File: src/rtl/core/vdn_pkg.sv
// vdn_pkg: shared constants, codes and payload types for vector_distance_nearest
// depends on nothing; imported by every module of the block except vdn_ram
`timescale 1ns / 1ps
`default_nettype none

package vdn_pkg;

  localparam int MAX_DIM      = 128;
  localparam int ELEMENT_BITS = 16;
  localparam int MAX_VECTORS  = 1048576;

  localparam int ADDR_W = (MAX_DIM > 1) ? $clog2(MAX_DIM) : 1;
  localparam int LEN_W  = 8;
  localparam int CNT_W  = (LEN_W > ADDR_W + 1) ? LEN_W : ADDR_W + 1;
  localparam int VAL_W  = 16;
  localparam int DIST_W = 40;
  localparam int IDX_W  = 20;
  localparam int VCNT_W = $clog2(MAX_VECTORS);
  localparam int DIFF_W = ELEMENT_BITS + 1;
  localparam int PROD_W = 2 * DIFF_W;
  localparam int ACC_W  = DIST_W + 1;

  localparam int OUTQ_DEPTH = 8;
  localparam int OQ_PTR_W   = $clog2(OUTQ_DEPTH);
  localparam int OQ_CNT_W   = $clog2(OUTQ_DEPTH + 1);

  localparam int PADDR_W = 3;
  localparam int PDATA_W = 32;

  localparam logic [1:0] METRIC_MANHATTAN = 2'd0;
  localparam logic [1:0] METRIC_CHEB      = 2'd1;
  localparam logic [1:0] METRIC_SQ_L2     = 2'd2;
  localparam logic [1:0] METRIC_NEG_IP    = 2'd3;

  localparam logic OP_QUERY = 1'b0;
  localparam logic OP_DATA  = 1'b1;

  localparam logic REG_METRIC = 1'b0;
  localparam logic REG_LENGTH = 1'b1;

  localparam logic [1:0]       METRIC_RESET = METRIC_MANHATTAN;
  localparam logic [LEN_W-1:0] LENGTH_RESET = 8'd128;

  typedef struct packed {
    logic                    opcode;
    logic signed [VAL_W-1:0] element_value;
    logic                    end_of_set;
  } in_item_t;

  typedef struct packed {
    logic signed [DIST_W-1:0] vector_distance;
    logic [IDX_W-1:0]         vector_index;
    logic [IDX_W-1:0]         best_index;
    logic signed [DIST_W-1:0] best_distance;
    logic                     search_done;
  } out_item_t;

  // dataset element leaving the accept stage
  typedef struct packed {
    logic                           valid;
    logic                           cmp;
    logic                           last;
    logic signed [ELEMENT_BITS-1:0] x;
  } elem_t;

  // completed vector distance
  typedef struct packed {
    logic                     valid;
    logic                     last;
    logic signed [DIST_W-1:0] distance;
  } dist_t;

endpackage

`default_nettype wire

File: src/rtl/core/vdn_ram.sv
// vdn_ram: generic single write port, single read port RAM with registered read
// no dependencies
`timescale 1ns / 1ps
`default_nettype none

module vdn_ram #(
  parameter int WIDTH = 16,
  parameter int DEPTH = 128
) (
  input  wire                                       clk_i,
  input  wire                                       we_i,
  input  wire [((DEPTH > 1) ? $clog2(DEPTH) : 1)-1:0] waddr_i,
  input  wire [WIDTH-1:0]                           wdata_i,
  input  wire                                       re_i,
  input  wire [((DEPTH > 1) ? $clog2(DEPTH) : 1)-1:0] raddr_i,
  output logic [WIDTH-1:0]                          rdata_o
);

  logic [WIDTH-1:0] mem_q [DEPTH];

  always_ff @(posedge clk_i) begin
    if (we_i) begin
      mem_q[waddr_i] <= wdata_i;
    end
    if (re_i) begin
      rdata_o <= mem_q[raddr_i];
    end
  end

endmodule

`default_nettype wire

File: src/rtl/core/vdn_front.sv
// vdn_front: accept stage, query/element position counters and query store
// depends on vdn_pkg and vdn_ram
`timescale 1ns / 1ps
`default_nettype none

module vdn_front import vdn_pkg::*; (
  input  wire                     clk_i,
  input  wire                     rst_ni,
  input  wire                     accept_i,
  input  in_item_t                item_i,
  input  wire [LEN_W-1:0]         length_i,
  output elem_t                   s1_o,
  output logic [ELEMENT_BITS-1:0] query_o
);

  logic [ADDR_W-1:0] qpos_q, qpos_d, epos_q, epos_d, wr_addr, rd_addr;
  logic [CNT_W-1:0] len_eff, wr_next, rd_next;
  logic [ELEMENT_BITS+VAL_W-1:0] raw;
  logic is_data, wr_en, rd_en, done;
  elem_t s1_q, s1_d;

  always_comb begin
    raw = {{ELEMENT_BITS{1'b0}}, item_i.element_value};
    if (length_i == '0) begin
      len_eff = CNT_W'(1);
    end else if (CNT_W'(length_i) > CNT_W'(MAX_DIM)) begin
      len_eff = CNT_W'(MAX_DIM);
    end else begin
      len_eff = CNT_W'(length_i);
    end
    is_data = (item_i.opcode == OP_DATA);
    wr_en = accept_i && !is_data;
    rd_en = accept_i && is_data;

    wr_addr = (CNT_W'(qpos_q) >= len_eff) ? '0 : qpos_q;
    wr_next = CNT_W'(wr_addr) + CNT_W'(1);
    qpos_d = qpos_q;
    if (wr_en) begin
      qpos_d = (wr_next >= len_eff) ? '0 : wr_next[ADDR_W-1:0];
    end

    rd_addr = (CNT_W'(epos_q) >= CNT_W'(MAX_DIM)) ? '0 : epos_q;
    rd_next = CNT_W'(rd_addr) + CNT_W'(1);
    done = (rd_next >= len_eff) || item_i.end_of_set;
    epos_d = epos_q;
    if (rd_en) begin
      epos_d = done ? '0 : rd_next[ADDR_W-1:0];
    end

    s1_d.valid = rd_en;
    s1_d.cmp   = done;
    s1_d.last  = item_i.end_of_set;
    s1_d.x     = raw[ELEMENT_BITS-1:0];
  end

  always_ff @(posedge clk_i or negedge rst_ni) begin
    if (!rst_ni) begin
      qpos_q <= '0;
      epos_q <= '0;
      s1_q   <= '0;
    end else begin
      qpos_q <= qpos_d;
      epos_q <= epos_d;
      s1_q   <= s1_d;
    end
  end

  vdn_ram #(
    .WIDTH(ELEMENT_BITS),
    .DEPTH(MAX_DIM)
  ) u_query_ram (
    .clk_i  (clk_i),
    .we_i   (wr_en),
    .waddr_i(wr_addr),
    .wdata_i(raw[ELEMENT_BITS-1:0]),
    .re_i   (rd_en),
    .raddr_i(rd_addr),
    .rdata_o(query_o)
  );

  assign s1_o = s1_q;

  // end of set always restarts the element position
  assert property (@(posedge clk_i) disable iff (!rst_ni)
    rd_en && item_i.end_of_set |=> epos_q == '0)
    else $error("element position not cleared at end of set");

endmodule

`default_nettype wire

File: src/rtl/core/vdn_datapath.sv
// vdn_datapath: per-element difference/product stage and running distance accumulator
// depends on vdn_pkg
`timescale 1ns / 1ps
`default_nettype none

module vdn_datapath import vdn_pkg::*; (
  input  wire                    clk_i,
  input  wire                    rst_ni,
  input  elem_t                  s1_i,
  input  wire [ELEMENT_BITS-1:0] query_i,
  input  wire [1:0]              metric_i,
  output logic                   s2_pend_o,
  output dist_t                  s3_o
);

  logic signed [DIFF_W-1:0] xe, qe, diff, ma, mb;
  logic [DIFF_W-1:0] mag, mag_q;
  logic signed [PROD_W-1:0] prod, prod_q;
  logic s2_valid_q, s2_cmp_q, s2_last_q;

  logic signed [ACC_W-1:0] acc, sum_x, mag_x, prod_x;
  logic signed [DIST_W-1:0] sum_q, sum_d, clamped;
  dist_t s3_q, s3_d;

  // stage b: difference, magnitude, product
  always_comb begin
    xe   = DIFF_W'(s1_i.x);
    qe   = DIFF_W'(signed'(query_i));
    diff = xe - qe;
    mag  = diff[DIFF_W-1] ? DIFF_W'(-diff) : diff;
    ma   = (metric_i == METRIC_NEG_IP) ? xe : diff;
    mb   = (metric_i == METRIC_NEG_IP) ? qe : diff;
    prod = ma * mb;
  end

  always_ff @(posedge clk_i or negedge rst_ni) begin
    if (!rst_ni) begin
      s2_valid_q <= 1'b0;
      s2_cmp_q   <= 1'b0;
      s2_last_q  <= 1'b0;
    end else begin
      s2_valid_q <= s1_i.valid;
      s2_cmp_q   <= s1_i.cmp;
      s2_last_q  <= s1_i.last;
    end
  end

  always_ff @(posedge clk_i) begin
    mag_q  <= mag;
    prod_q <= prod;
  end

  // stage c: accumulate with saturation
  always_comb begin
    sum_x  = ACC_W'(sum_q);
    mag_x  = ACC_W'(signed'({1'b0, mag_q}));
    prod_x = ACC_W'(prod_q);
    case (metric_i)
      METRIC_MANHATTAN: acc = sum_x + mag_x;
      METRIC_CHEB:      acc = (mag_x > sum_x) ? mag_x : sum_x;
      METRIC_SQ_L2:     acc = sum_x + prod_x;
      default:          acc = sum_x - prod_x;
    endcase
    if (acc[ACC_W-1] != acc[ACC_W-2]) begin
      clamped = acc[ACC_W-1] ? {1'b1, {(DIST_W-1){1'b0}}} : {1'b0, {(DIST_W-1){1'b1}}};
    end else begin
      clamped = acc[DIST_W-1:0];
    end
    sum_d = sum_q;
    if (s2_valid_q) begin
      sum_d = s2_cmp_q ? '0 : clamped;
    end
    s3_d.valid    = s2_valid_q && s2_cmp_q;
    s3_d.last     = s2_last_q;
    s3_d.distance = clamped;
  end

  always_ff @(posedge clk_i or negedge rst_ni) begin
    if (!rst_ni) begin
      sum_q <= '0;
      s3_q  <= '0;
    end else begin
      sum_q <= sum_d;
      s3_q  <= s3_d;
    end
  end

  assign s2_pend_o = s2_valid_q && s2_cmp_q;
  assign s3_o      = s3_q;

  // a completed vector leaves a fresh accumulator
  assert property (@(posedge clk_i) disable iff (!rst_ni)
    s2_valid_q && s2_cmp_q |=> sum_q == '0)
    else $error("running sum not cleared after vector");

endmodule

`default_nettype wire

File: src/rtl/core/vdn_best.sv
// vdn_best: vector counter and running best tracking, builds result items
// depends on vdn_pkg
`timescale 1ns / 1ps
`default_nettype none

module vdn_best import vdn_pkg::*; (
  input  wire       clk_i,
  input  wire       rst_ni,
  input  dist_t     s3_i,
  output logic      push_o,
  output out_item_t push_item_o
);

  logic [VCNT_W-1:0] vcnt_q, vcnt_d, bidx_q, bidx_d, new_idx;
  logic [VCNT_W:0] vcnt_inc;
  logic signed [DIST_W-1:0] bdist_q, bdist_d, new_dist;
  logic have_q, have_d, better;

  always_comb begin
    better   = !have_q || (s3_i.distance < bdist_q);
    new_idx  = better ? vcnt_q : bidx_q;
    new_dist = better ? s3_i.distance : bdist_q;
    vcnt_inc = {1'b0, vcnt_q} + (VCNT_W + 1)'(1);

    vcnt_d  = vcnt_q;
    bidx_d  = bidx_q;
    bdist_d = bdist_q;
    have_d  = have_q;
    if (s3_i.valid) begin
      if (s3_i.last) begin
        vcnt_d  = '0;
        bidx_d  = '0;
        bdist_d = '0;
        have_d  = 1'b0;
      end else begin
        vcnt_d  = (vcnt_inc >= (VCNT_W + 1)'(MAX_VECTORS)) ? '0 : vcnt_inc[VCNT_W-1:0];
        bidx_d  = new_idx;
        bdist_d = new_dist;
        have_d  = 1'b1;
      end
    end

    push_item_o.vector_distance = s3_i.distance;
    push_item_o.vector_index    = IDX_W'(vcnt_q);
    push_item_o.best_index      = IDX_W'(new_idx);
    push_item_o.best_distance   = new_dist;
    push_item_o.search_done     = s3_i.last;
  end

  always_ff @(posedge clk_i or negedge rst_ni) begin
    if (!rst_ni) begin
      vcnt_q  <= '0;
      bidx_q  <= '0;
      bdist_q <= '0;
      have_q  <= 1'b0;
    end else begin
      vcnt_q  <= vcnt_d;
      bidx_q  <= bidx_d;
      bdist_q <= bdist_d;
      have_q  <= have_d;
    end
  end

  assign push_o = s3_i.valid;

  assert property (@(posedge clk_i) disable iff (!rst_ni)
    s3_i.valid && s3_i.last |=> vcnt_q == '0 && !have_q)
    else $error("search state not cleared at end of set");

  assert property (@(posedge clk_i) disable iff (!rst_ni)
    !have_q |-> vcnt_q == '0 && bidx_q == '0)
    else $error("vector counter running without a best");

endmodule

`default_nettype wire

File: src/rtl/core/vdn_outq.sv
// vdn_outq: result queue between the search pipeline and the output channel
// depends on vdn_pkg
`timescale 1ns / 1ps
`default_nettype none

module vdn_outq import vdn_pkg::*; (
  input  wire                 clk_i,
  input  wire                 rst_ni,
  input  wire                 push_i,
  input  out_item_t           item_i,
  input  wire                 ready_i,
  output logic                valid_o,
  output out_item_t           item_o,
  output logic [OQ_CNT_W-1:0] count_o
);

  out_item_t mem_q [OUTQ_DEPTH];
  logic [OQ_PTR_W-1:0] wr_ptr_q, rd_ptr_q;
  logic [OQ_CNT_W-1:0] count_q;
  logic pop;

  assign valid_o = (count_q != '0);
  assign item_o  = mem_q[rd_ptr_q];
  assign count_o = count_q;
  assign pop     = valid_o && ready_i;

  always_ff @(posedge clk_i) begin
    if (push_i) begin
      mem_q[wr_ptr_q] <= item_i;
    end
  end

  always_ff @(posedge clk_i or negedge rst_ni) begin
    if (!rst_ni) begin
      wr_ptr_q <= '0;
      rd_ptr_q <= '0;
      count_q  <= '0;
    end else begin
      if (push_i) begin
        wr_ptr_q <= (wr_ptr_q == OQ_PTR_W'(OUTQ_DEPTH - 1)) ? '0 : wr_ptr_q + OQ_PTR_W'(1);
      end
      if (pop) begin
        rd_ptr_q <= (rd_ptr_q == OQ_PTR_W'(OUTQ_DEPTH - 1)) ? '0 : rd_ptr_q + OQ_PTR_W'(1);
      end
      case ({push_i, pop})
        2'b10:   count_q <= count_q + OQ_CNT_W'(1);
        2'b01:   count_q <= count_q - OQ_CNT_W'(1);
        default: count_q <= count_q;
      endcase
    end
  end

  // admission control must keep a slot for every result in flight
  assert property (@(posedge clk_i) disable iff (!rst_ni)
    !(push_i && count_q == OQ_CNT_W'(OUTQ_DEPTH)))
    else $error("result queue overflow");

endmodule

`default_nettype wire

File: src/rtl/core/vector_distance_nearest.sv
// vector_distance_nearest: top level, config registers, admission control
// depends on vdn_pkg, vdn_front, vdn_datapath, vdn_best, vdn_outq
// result path: accept, difference and accumulate registers, then the result queue
// throughput: one element per cycle, held off while queued and in-flight results fill 8 slots
// reset: asynchronous; clears positions, sums, counters, best and queue;
//   metric returns to L1 and length to 128; query store is not cleared
`timescale 1ns / 1ps
`default_nettype none

module vector_distance_nearest import vdn_pkg::*; (
  input  wire                clk_i,
  input  wire                rst_ni,
  input  wire                in_valid_i,
  output logic               in_ready_o,
  input  in_item_t           in_data_i,
  output logic               out_valid_o,
  input  wire                out_ready_i,
  output out_item_t          out_data_o,
  input  wire                psel,
  input  wire                penable,
  input  wire                pwrite,
  input  wire [PADDR_W-1:0]  paddr,
  input  wire [PDATA_W-1:0]  pwdata,
  output logic [PDATA_W-1:0] prdata,
  output logic               pready
);

  logic [1:0] metric_q;
  logic [LEN_W-1:0] length_q;
  logic cfg_wr, accept, s2_pend, push;
  logic [OQ_CNT_W-1:0] q_count;
  logic [OQ_CNT_W:0] pending;
  elem_t s1;
  dist_t s3;
  out_item_t push_item;
  logic [ELEMENT_BITS-1:0] query;

  assign pready = 1'b1;
  assign cfg_wr = psel && penable && pwrite && pready;

  always_ff @(posedge clk_i or negedge rst_ni) begin
    if (!rst_ni) begin
      metric_q <= METRIC_RESET;
      length_q <= LENGTH_RESET;
    end else if (cfg_wr) begin
      case (paddr[PADDR_W-1])
        REG_METRIC: metric_q <= pwdata[1:0];
        REG_LENGTH: length_q <= pwdata[LEN_W-1:0];
        default:    metric_q <= metric_q;
      endcase
    end
  end

  always_comb begin
    case (paddr[PADDR_W-1])
      REG_METRIC: prdata = PDATA_W'(metric_q);
      REG_LENGTH: prdata = PDATA_W'(length_q);
      default:    prdata = '0;
    endcase
  end

  // count every result that may still land in the queue
  always_comb begin
    pending = (OQ_CNT_W + 1)'(q_count)
            + (OQ_CNT_W + 1)'(s1.valid && s1.cmp)
            + (OQ_CNT_W + 1)'(s2_pend)
            + (OQ_CNT_W + 1)'(s3.valid);
    in_ready_o = (pending < (OQ_CNT_W + 1)'(OUTQ_DEPTH));
  end

  assign accept = in_valid_i && in_ready_o;

  vdn_front u_front (
    .clk_i   (clk_i),
    .rst_ni  (rst_ni),
    .accept_i(accept),
    .item_i  (in_data_i),
    .length_i(length_q),
    .s1_o    (s1),
    .query_o (query)
  );

  vdn_datapath u_datapath (
    .clk_i    (clk_i),
    .rst_ni   (rst_ni),
    .s1_i     (s1),
    .query_i  (query),
    .metric_i (metric_q),
    .s2_pend_o(s2_pend),
    .s3_o     (s3)
  );

  vdn_best u_best (
    .clk_i      (clk_i),
    .rst_ni     (rst_ni),
    .s3_i       (s3),
    .push_o     (push),
    .push_item_o(push_item)
  );

  vdn_outq u_outq (
    .clk_i  (clk_i),
    .rst_ni (rst_ni),
    .push_i (push),
    .item_i (push_item),
    .ready_i(out_ready_i),
    .valid_o(out_valid_o),
    .item_o (out_data_o),
    .count_o(q_count)
  );

endmodule

`default_nettype wire
File: config.mk
export PLATFORM = sky130hd
export DESIGN_NAME = vector_distance_nearest
export DESIGN_NICKNAME = d
export VERILOG_FILES = /design/src/rtl/core/vdn_pkg.sv /design/src/rtl/core/vdn_ram.sv /design/src/rtl/core/vdn_front.sv /design/src/rtl/core/vdn_datapath.sv /design/src/rtl/core/vdn_best.sv /design/src/rtl/core/vdn_outq.sv /design/src/rtl/core/vector_distance_nearest.sv
export SDC_FILE = /design/constraint.sdc
export NUM_CORES = 2
export LEC_CHECK = 0
export BUFFER_PORTS_ARGS = -buffer_cell sky130_fd_sc_hd__clkbuf_2
export CORE_ASPECT_RATIO = 1.2
export CORE_UTILIZATION = 45
export DETAILED_ROUTE_END_ITERATION = 10
export PLACE_DENSITY = 0.58
export RECOVER_POWER = 100
export SETUP_SLACK_MARGIN = 0.3
export SLEW_MARGIN = 40
export SYNTH_ARGS = -nofsm -noshare
export SYNTH_HDL_FRONTEND = slang
export SYNTH_SLANG_ARGS = --single-unit
File: constraint.sdc
create_clock -name clk_i -period 14.2 [get_ports clk_i]
set_input_delay 3.55 -clock clk_i [delete_from_list [all_inputs] [get_ports clk_i]]
set_output_delay 3.55 -clock clk_i [all_outputs]
set_load 0.02 [all_outputs]
# After elaboration in Yosys (flattened, before gate mapping)
# Memories as Yosys holds them, arrays and structs flattened. A register that Yosys moved wholly into a read port is not among the register bits.
# Index checks and enable logic that the tools add are counted.
word_totals:
  regBits: 270
  mem_bits_rw: 3016
  input_bits: 60
  out_inout_bits: 156
  elab_cells: 106
  n_memories: 2
memory_table:
  columns: ["memory", "words", "width", "read_ports", "rd_ports_with_merged_regs", "wr", "line_no", "source"]
  rows:
  - ["u_front.u_query_ram.mem_q", 128, 16, 1, 1, 1, "vdn_ram.sv:19", "logic [WIDTH-1:0] mem_q [DEPTH];"]
  - ["u_outq.mem_q", 8, 121, 1, 0, 1, "vdn_outq.sv:17", "out_item_t mem_q [OUTQ_DEPTH];"]
op_classes:
  n_addsub: 15
  mul: 1
  magnitude_cmp: 8
  eq_ne: 8
  n_mux: 28
  bitwise: 1
  reduce_logical: 18
op_table:
  columns: ["cell", "count"]
  rows:
  - ["40-bit 2-to-1 mux", 5]
  - ["41-bit case mux with 3 select lines", 1]
  - ["20-bit 2-to-1 mux", 4]
  - ["32-bit case mux with 2 select lines", 1]
  - ["40-bit by 18-bit adder with 41-bit output", 1]
  - ["40-bit by 34-bit adder with 41-bit output", 1]
  - ["41-bit 2-to-1 mux", 1]
  - ["40-bit by 34-bit subtractor with 41-bit output", 1]
  - ["18-bit by 40-bit > comparator with 1-bit output", 1]
  - ["40-bit less-than comparator", 1]
  - ["17-bit by 17-bit multiplier with 34-bit output", 1]
  - ["17-bit 2-to-1 mux", 2]
  - ["20-bit by 1-bit adder with 21-bit output (second input constant)", 1]
  - ["21-bit >= comparator (second input constant)", 1]
  - ["7-bit 2-to-1 mux", 3]
  - ["17-bit negation", 1]
  - ["16-bit by 16-bit subtractor with 17-bit output", 1]
  - ["7-bit by 1-bit adder with 8-bit output (second input constant)", 2]
  - ["8-bit >= comparator", 2]
  - ["16-bit 2-to-1 mux", 1]
  - ["8-bit 2-to-1 mux", 2]
  - ["5-bit by 1-bit adder with 5-bit output", 2]
  - ["7-bit by 8-bit >= comparator with 1-bit output", 1]
  - ["8-bit > comparator (second input constant)", 1]
  - ["21 further kinds", 41]

# Depth between registers and ports, before layout
depth:
  depth_word: 9
  depth_mapped: 37
  depth_no_buf: 36

# Hierarchy
# Synthesis repeated with hierarchy kept, for this count alone.
hier_totals:
  hier_cells: 7817
  hier_area_um2: 144848.9
modules_own_cells:
  columns: ["module", "n_inst", "cells_per_inst", "area_each_um2", "seq_area_each_um2"]
  rows:
  - ["vdn_ram", 1, 3086, 78683.0, 61979.4]
  - ["vdn_outq", 1, 1464, 37264.5, 29318.1]
  - ["vdn_datapath", 1, 2482, 20805.0, 3148.0]
  - ["vdn_best", 1, 519, 5348.9, 2026.9]
  - ["vdn_front", 1, 201, 2008.2, 825.8]
  - ["vector_distance_nearest", 1, 65, 739.5, 251.5]

# Worst setup path after synthesis
# No wires, ideal clock.
synth_path:
  path_kind: "register to register"
  start: "reg u_datapath.s3_q (netlist bit u_datapath.s3_o[41])"
  end: "mem u_outq.mem_q[1][0] in the netlist's numbering, enable pin"
  setup_ps: 749
  arrival_time_ps: 9203
  t_required_ps: 13451
  setup_slack_ps: 4247
  stages_incl_launch_ff: 5
  path_buffers: 2
  period_less_slack_ps: 9953
  cell_sequence: "dfrtp_1 > clkbuf_1 > clkbuf_1 > nand2_1 > nor3_1"
synth_via:
  elab_chain_len: 2
synth_lines:
  columns: ["item", "line_no", "source"]
  rows:
  - ["from (decl)", "vdn_datapath.sv:23", "dist_t s3_q, s3_d;"]
  - ["from (signal assigned)", "vdn_datapath.sv:81", "s3_q <= '0;"]
  - ["from (signal assigned)", "vdn_datapath.sv:84", "s3_q <= s3_d;"]
  - ["1-bit 2-to-1 mux", "vdn_outq.sv:28", "if (push_i) begin"]
  - ["1-bit 2-to-1 mux (implied by the code)", "vdn_outq.sv:29", "mem_q[wr_ptr_q] <= item_i;"]
  - ["to (decl)", "vdn_outq.sv:17", null]
# Every way passes these cells.

# Worst setup path in the final report
layout_path:
  start: "reg metric_q[0]"
  end: "reg u_datapath.prod_q[30]"
layout_via:
  elab_chain_len: 3
  elab_cells_between_ends: 4
  classes_between: "1 x mul; 1 x eq/ne; 2 x mux"
layout_lines:
  columns: ["item", "line_no", "source"]
  rows:
  - ["from (decl)", "vector_distance_nearest.sv:28", "logic [1:0] metric_q;"]
  - ["from (signal assigned)", "vector_distance_nearest.sv:47", "REG_METRIC: metric_q <= pwdata[1:0];"]
  - ["from (signal assigned)", "vector_distance_nearest.sv:49", "default: metric_q <= metric_q;"]
  - ["2-bit == test (*)", "vdn_datapath.sv:31, vdn_datapath.sv:32", null]
  - ["17-bit 2-to-1 mux (on tied branches)", "vdn_datapath.sv:31, vdn_datapath.sv:32", null]
  - ["17-bit by 17-bit multiplier with 34-bit output (*)", "vdn_datapath.sv:33", "prod = ma * mb;"]
  - ["named net u_datapath.prod[30]", "vdn_datapath.sv:18", "logic signed [PROD_W-1:0] prod, prod_q;"]
  - ["to (signal assigned)", "vdn_datapath.sv:50", "prod_q <= prod;"]
  - ["to (decl)", "vdn_datapath.sv:18", null]
# The timed path passes the listed nets; every way through them passes the cells marked *.
# A chain may end at the register's enable or synchronous reset.

==> impl.org <==
** Floorplanning
- From bottom edge to top edge, the die measures a little over 600 microns.
- For this configuration, the core starts out at a cell density of 0.453.
- 216 I/O pins were placed.
- The die covers between 300000 and 400000 sq um.
- Core outline area :: roughly 320000 sq um
- In this run the core area contains around 230 standard-cell rows.
- Die extent in x :: 517 microns

** Setup path
- Data on the critical path is required at its endpoint by around 15000 ps.
- The number of buffers and inverters on the critical path is 7.
- Traced cell by cell, the critical path runs through clkbuf_1 -> and2_0 -> clkbuf_1 -> nor2_1 -> a21oi_1 -> nor2_1 -> fa_1 -> inv_1 -> fa_1 -> inv_1 -> fa_1 -> inv_1 -> fa_1 -> fa_1 -> fa_1 -> inv_1 -> ha_1 -> inv_1 -> nor2_1 -> a41oi_1 -> a311oi_1 -> a31oi_1 -> o21ai_0 -> xor2_1.
- STA classifies the critical path endpoint as a flip-flop.
- Largest fanout of any net on the critical path :: 59
- STA classifies the critical path startpoint as a flip-flop.
- Critical Path Most Common Cell :: fa_1
- Library cell contributing the largest single delay on the critical path :: clkbuf_1
- CP max stage delay :: ~1900 ps
- Arrival time at the worst endpoint :: approximately 12000 ps
- The worst register-to-register path has a setup slack of between 2000 and 3000 ps.
- Family with the most delay on the worst path :: buffers and inverters
- Class of the most critical setup path :: reg -> reg

** CTS
- Clock tree synthesis found a total of approximately 3300 sinks.
- TritonCTS buffer count :: approximately 330
- Number of hold buffers added after cts :: 0
- Post-cts sizing count :: 0
- Clock tree synthesis selected as its root buffer the cell clkbuf_16.
- Clock latency of the later-clocked register in the worst-skew pair :: about 940 ps
- TritonCTS clock tree :: done
- Counting along the longest clock path gives a buffer depth of 4.
- The H-tree generated during clock tree synthesis spans 5 levels.
- Clock-pin slew was measured on the worst setup and hold paths at 60 ps.
- Buffers added to address setup during post-CTS repair amount to 0.

** Detailed routing
- Post-DR wirelength/cell :: roughly 29 microns
- Number of iterations in the first detailed-routing pass :: 6
- Via count :: roughly 73000
- Routed Antenna Nets :: 0
- Post-detailed-route via-to-cell ratio :: 5.79
- The routed design has around 360000 microns of wire.
- First DRT Iteration DRCs :: between 6000 and 7000
- Total DRC errors in the routed layout :: 0

** Yosys
- A synthesized cell averages 18.5 sq um.
- Gate Count Post-Synth :: roughly 7700
- The cell area that synthesis handed to floorplanning was approximately 140000 sq um.
- In this run, synthesis produced a sequential element count of between 3000 and 4000.
- EDFF count, synth :: roughly 3000
- Ys Warns :: 0
- For this run, the leading register cell type out of synthesis is edfxtp_1.
- Number of unique standard cell types used by synthesis :: 84
- Of all flip-flops after synthesis, the portion carrying an async set or reset was 0.0663.
- Sequential cell area fraction in the yosys report :: 0.680

** Global routing
- Pin count of the biggest net entering global routing :: 105
- In the global route stage, overall resource usage came out at 0.224.
- Vias in the first global route :: 74842
- Global route overflow :: 0
- The initial antenna violation count came to 28.
- The first global-routing pass estimated between 500000 and 600000 microns of wire.

** Finish
- Of the cells placed in the final design, the portion with a size suffix greater than 1 is 0.202.
- Fill cells in the final layout number around 26000.
- The area growth from synthesis to layout is 11.7%.
- Leaving out fill and tap cells, the most frequent cell in the layout is edfxtp_1.
- In the layout the commonest cells are 3032 x edfxtp_1, 914 x mux4_2, 429 x inv_1, 407 x nor2_1, 343 x clkbuf_1.
- NumNets Final :: 8663

** Timing
- Transition time of the tightest slew-check pin :: between 8000 and 9000 ps
- Headroom to the max-slew limit came out at -4.67.
- Setup repair after global routing left no endpoint under its margin.
- Setup TNS Final :: 0 ps
- Max frequency :: ~86 MHz
- The final count of hold timing violations is 0.
- Final setup viols :: 0
- The number of pins exceeding their max-slew limit in the final report was 4370.
- Minimum period implied by the final worst setup slack :: 11640 ps
- Dividing the final minimum period by the clock period gives 0.820.
- Between clock sinks in the finished design, the worst skew comes to approximately 62 ps.

** Place
- Routability congestion estimate from global placement :: around 0.91
- Summed over all nets, the half-perimeter wirelength after detailed placement is around 220000 microns.
- Input/output buffers :: 164

** Outcome
- The flow ran to the end, but the final reports show violations.
- Violated checks :: capacitance limit, slew limit

** Flow run
- Max-capacitance violation count :: 104

** Worst hold path
- Worst hold path class :: reg -> reg
==> sequential cells by signal, indices dropped and copies added (netlist names), 17 cells and up <==
signal and cells:
u_datapath.mag_q 17, u_datapath.s3_o 42, u_best.bidx_q 20, u_front.s1_o 19, u_outq.mem_q 968, u_datapath.sum_q 40, u_best.vcnt_q 20, u_datapath.prod_q 34
u_front.u_query_ram.mem_q 2048, u_best.bdist_q 40
==> cells by family after synthesis <==
kind of cell               share of synthesized area
AOI/OAI and AO/OA                             0.0357
xor gates and xnor gates                     0.00840
adders and majority gates                     0.0630
buffers and inverters                         0.0230
DFF                                            0.680
muxes                                          0.159
other                                      0.0000523
and+or+nand+nor                               0.0314
==> final cells by class <==
type | instances | area, sq um | area share
clock buffer | 411 | 8810 | 0.0550
multi-input combinational | 3609 | 42800 | 0.267
inverter | 429 | 1610 | 0.0100
clock inverter | 202 | 1980 | 0.0124
tap | 4218 | 5280 | 0.0329
antenna | 31 | 77.6 | 0.000484
sequential | 3302 | 97600 | 0.609
timing repair buffer | 394 | 2170 | 0.0135
==> layer usage <==
metal  track usage  share of wire  vias up
met3        0.0298          0.052      484
li1              -              -    31240
met5             0        0.00010        -
met1         0.298           0.41    39058
met2         0.382           0.51     2090
met4        0.0669          0.029        6
==> cells in the mapped netlist (140+ instances only) <==
cell type,count,area share
a21oi_1,140,0.0049
clkbuf_1,306,0.0080
dfrtp_1,218,0.038
edfxtp_1,3032,0.63
fa_1,300,0.042
ha_1,233,0.020
inv_1,428,0.011
mux2_2,175,0.014
mux4_2,914,0.14
nand2_1,330,0.0086
nor2_1,411,0.011
o21ai_0,244,0.0085
==> worst reg2reg max path, cell delays in order, from the launching register on <==
cell,delay (ps)
dfrtp_2,340
clkbuf_1,1870
and2_0,380
clkbuf_1,1540
nor2_1,360
a21oi_1,960
nor2_1,260
fa_1,610
inv_1,60
fa_1,560
inv_1,60
fa_1,490
inv_1,50
fa_1,550
fa_1,430
fa_1,500
inv_1,40
ha_1,300
inv_1,160
nor2_1,230
a41oi_1,330
a311oi_1,780
a31oi_1,260
o21ai_0,300
xor2_1,160
==> worst paths after layout <==
path,depth (start not counted),end,from
min in group asynchronous,1,u_best.bidx_q[19],rst_ni
max,24,u_datapath.prod_q[30],metric_q[0]
min,0,u_datapath.s3_o[40],u_datapath.s2_last_q
max reg2reg,24,u_datapath.prod_q[30],metric_q[0]
max in group asynchronous,2,u_front.epos_q[0],rst_ni
min reg2reg,0,u_datapath.s3_o[40],u_datapath.s2_last_q
==> through the flow <==
stage	instances	hold WS [ps]	worst slack [ps]	util	cell area, sq um
after detailed placement	11941	335	4260	0.476	151000
after global routing	12592	368	1940	0.507	160000
after floorplan	7759	331	4250	-	144000
after global placement	11930	331	4210	0.474	150000
after CTS	12554	350	4220	0.510	161000
final	12596	352	2560	0.507	160000
Power is not shown: default switching activity piles up to over one toggle a cycle in this logic, so the estimate is an artifact.
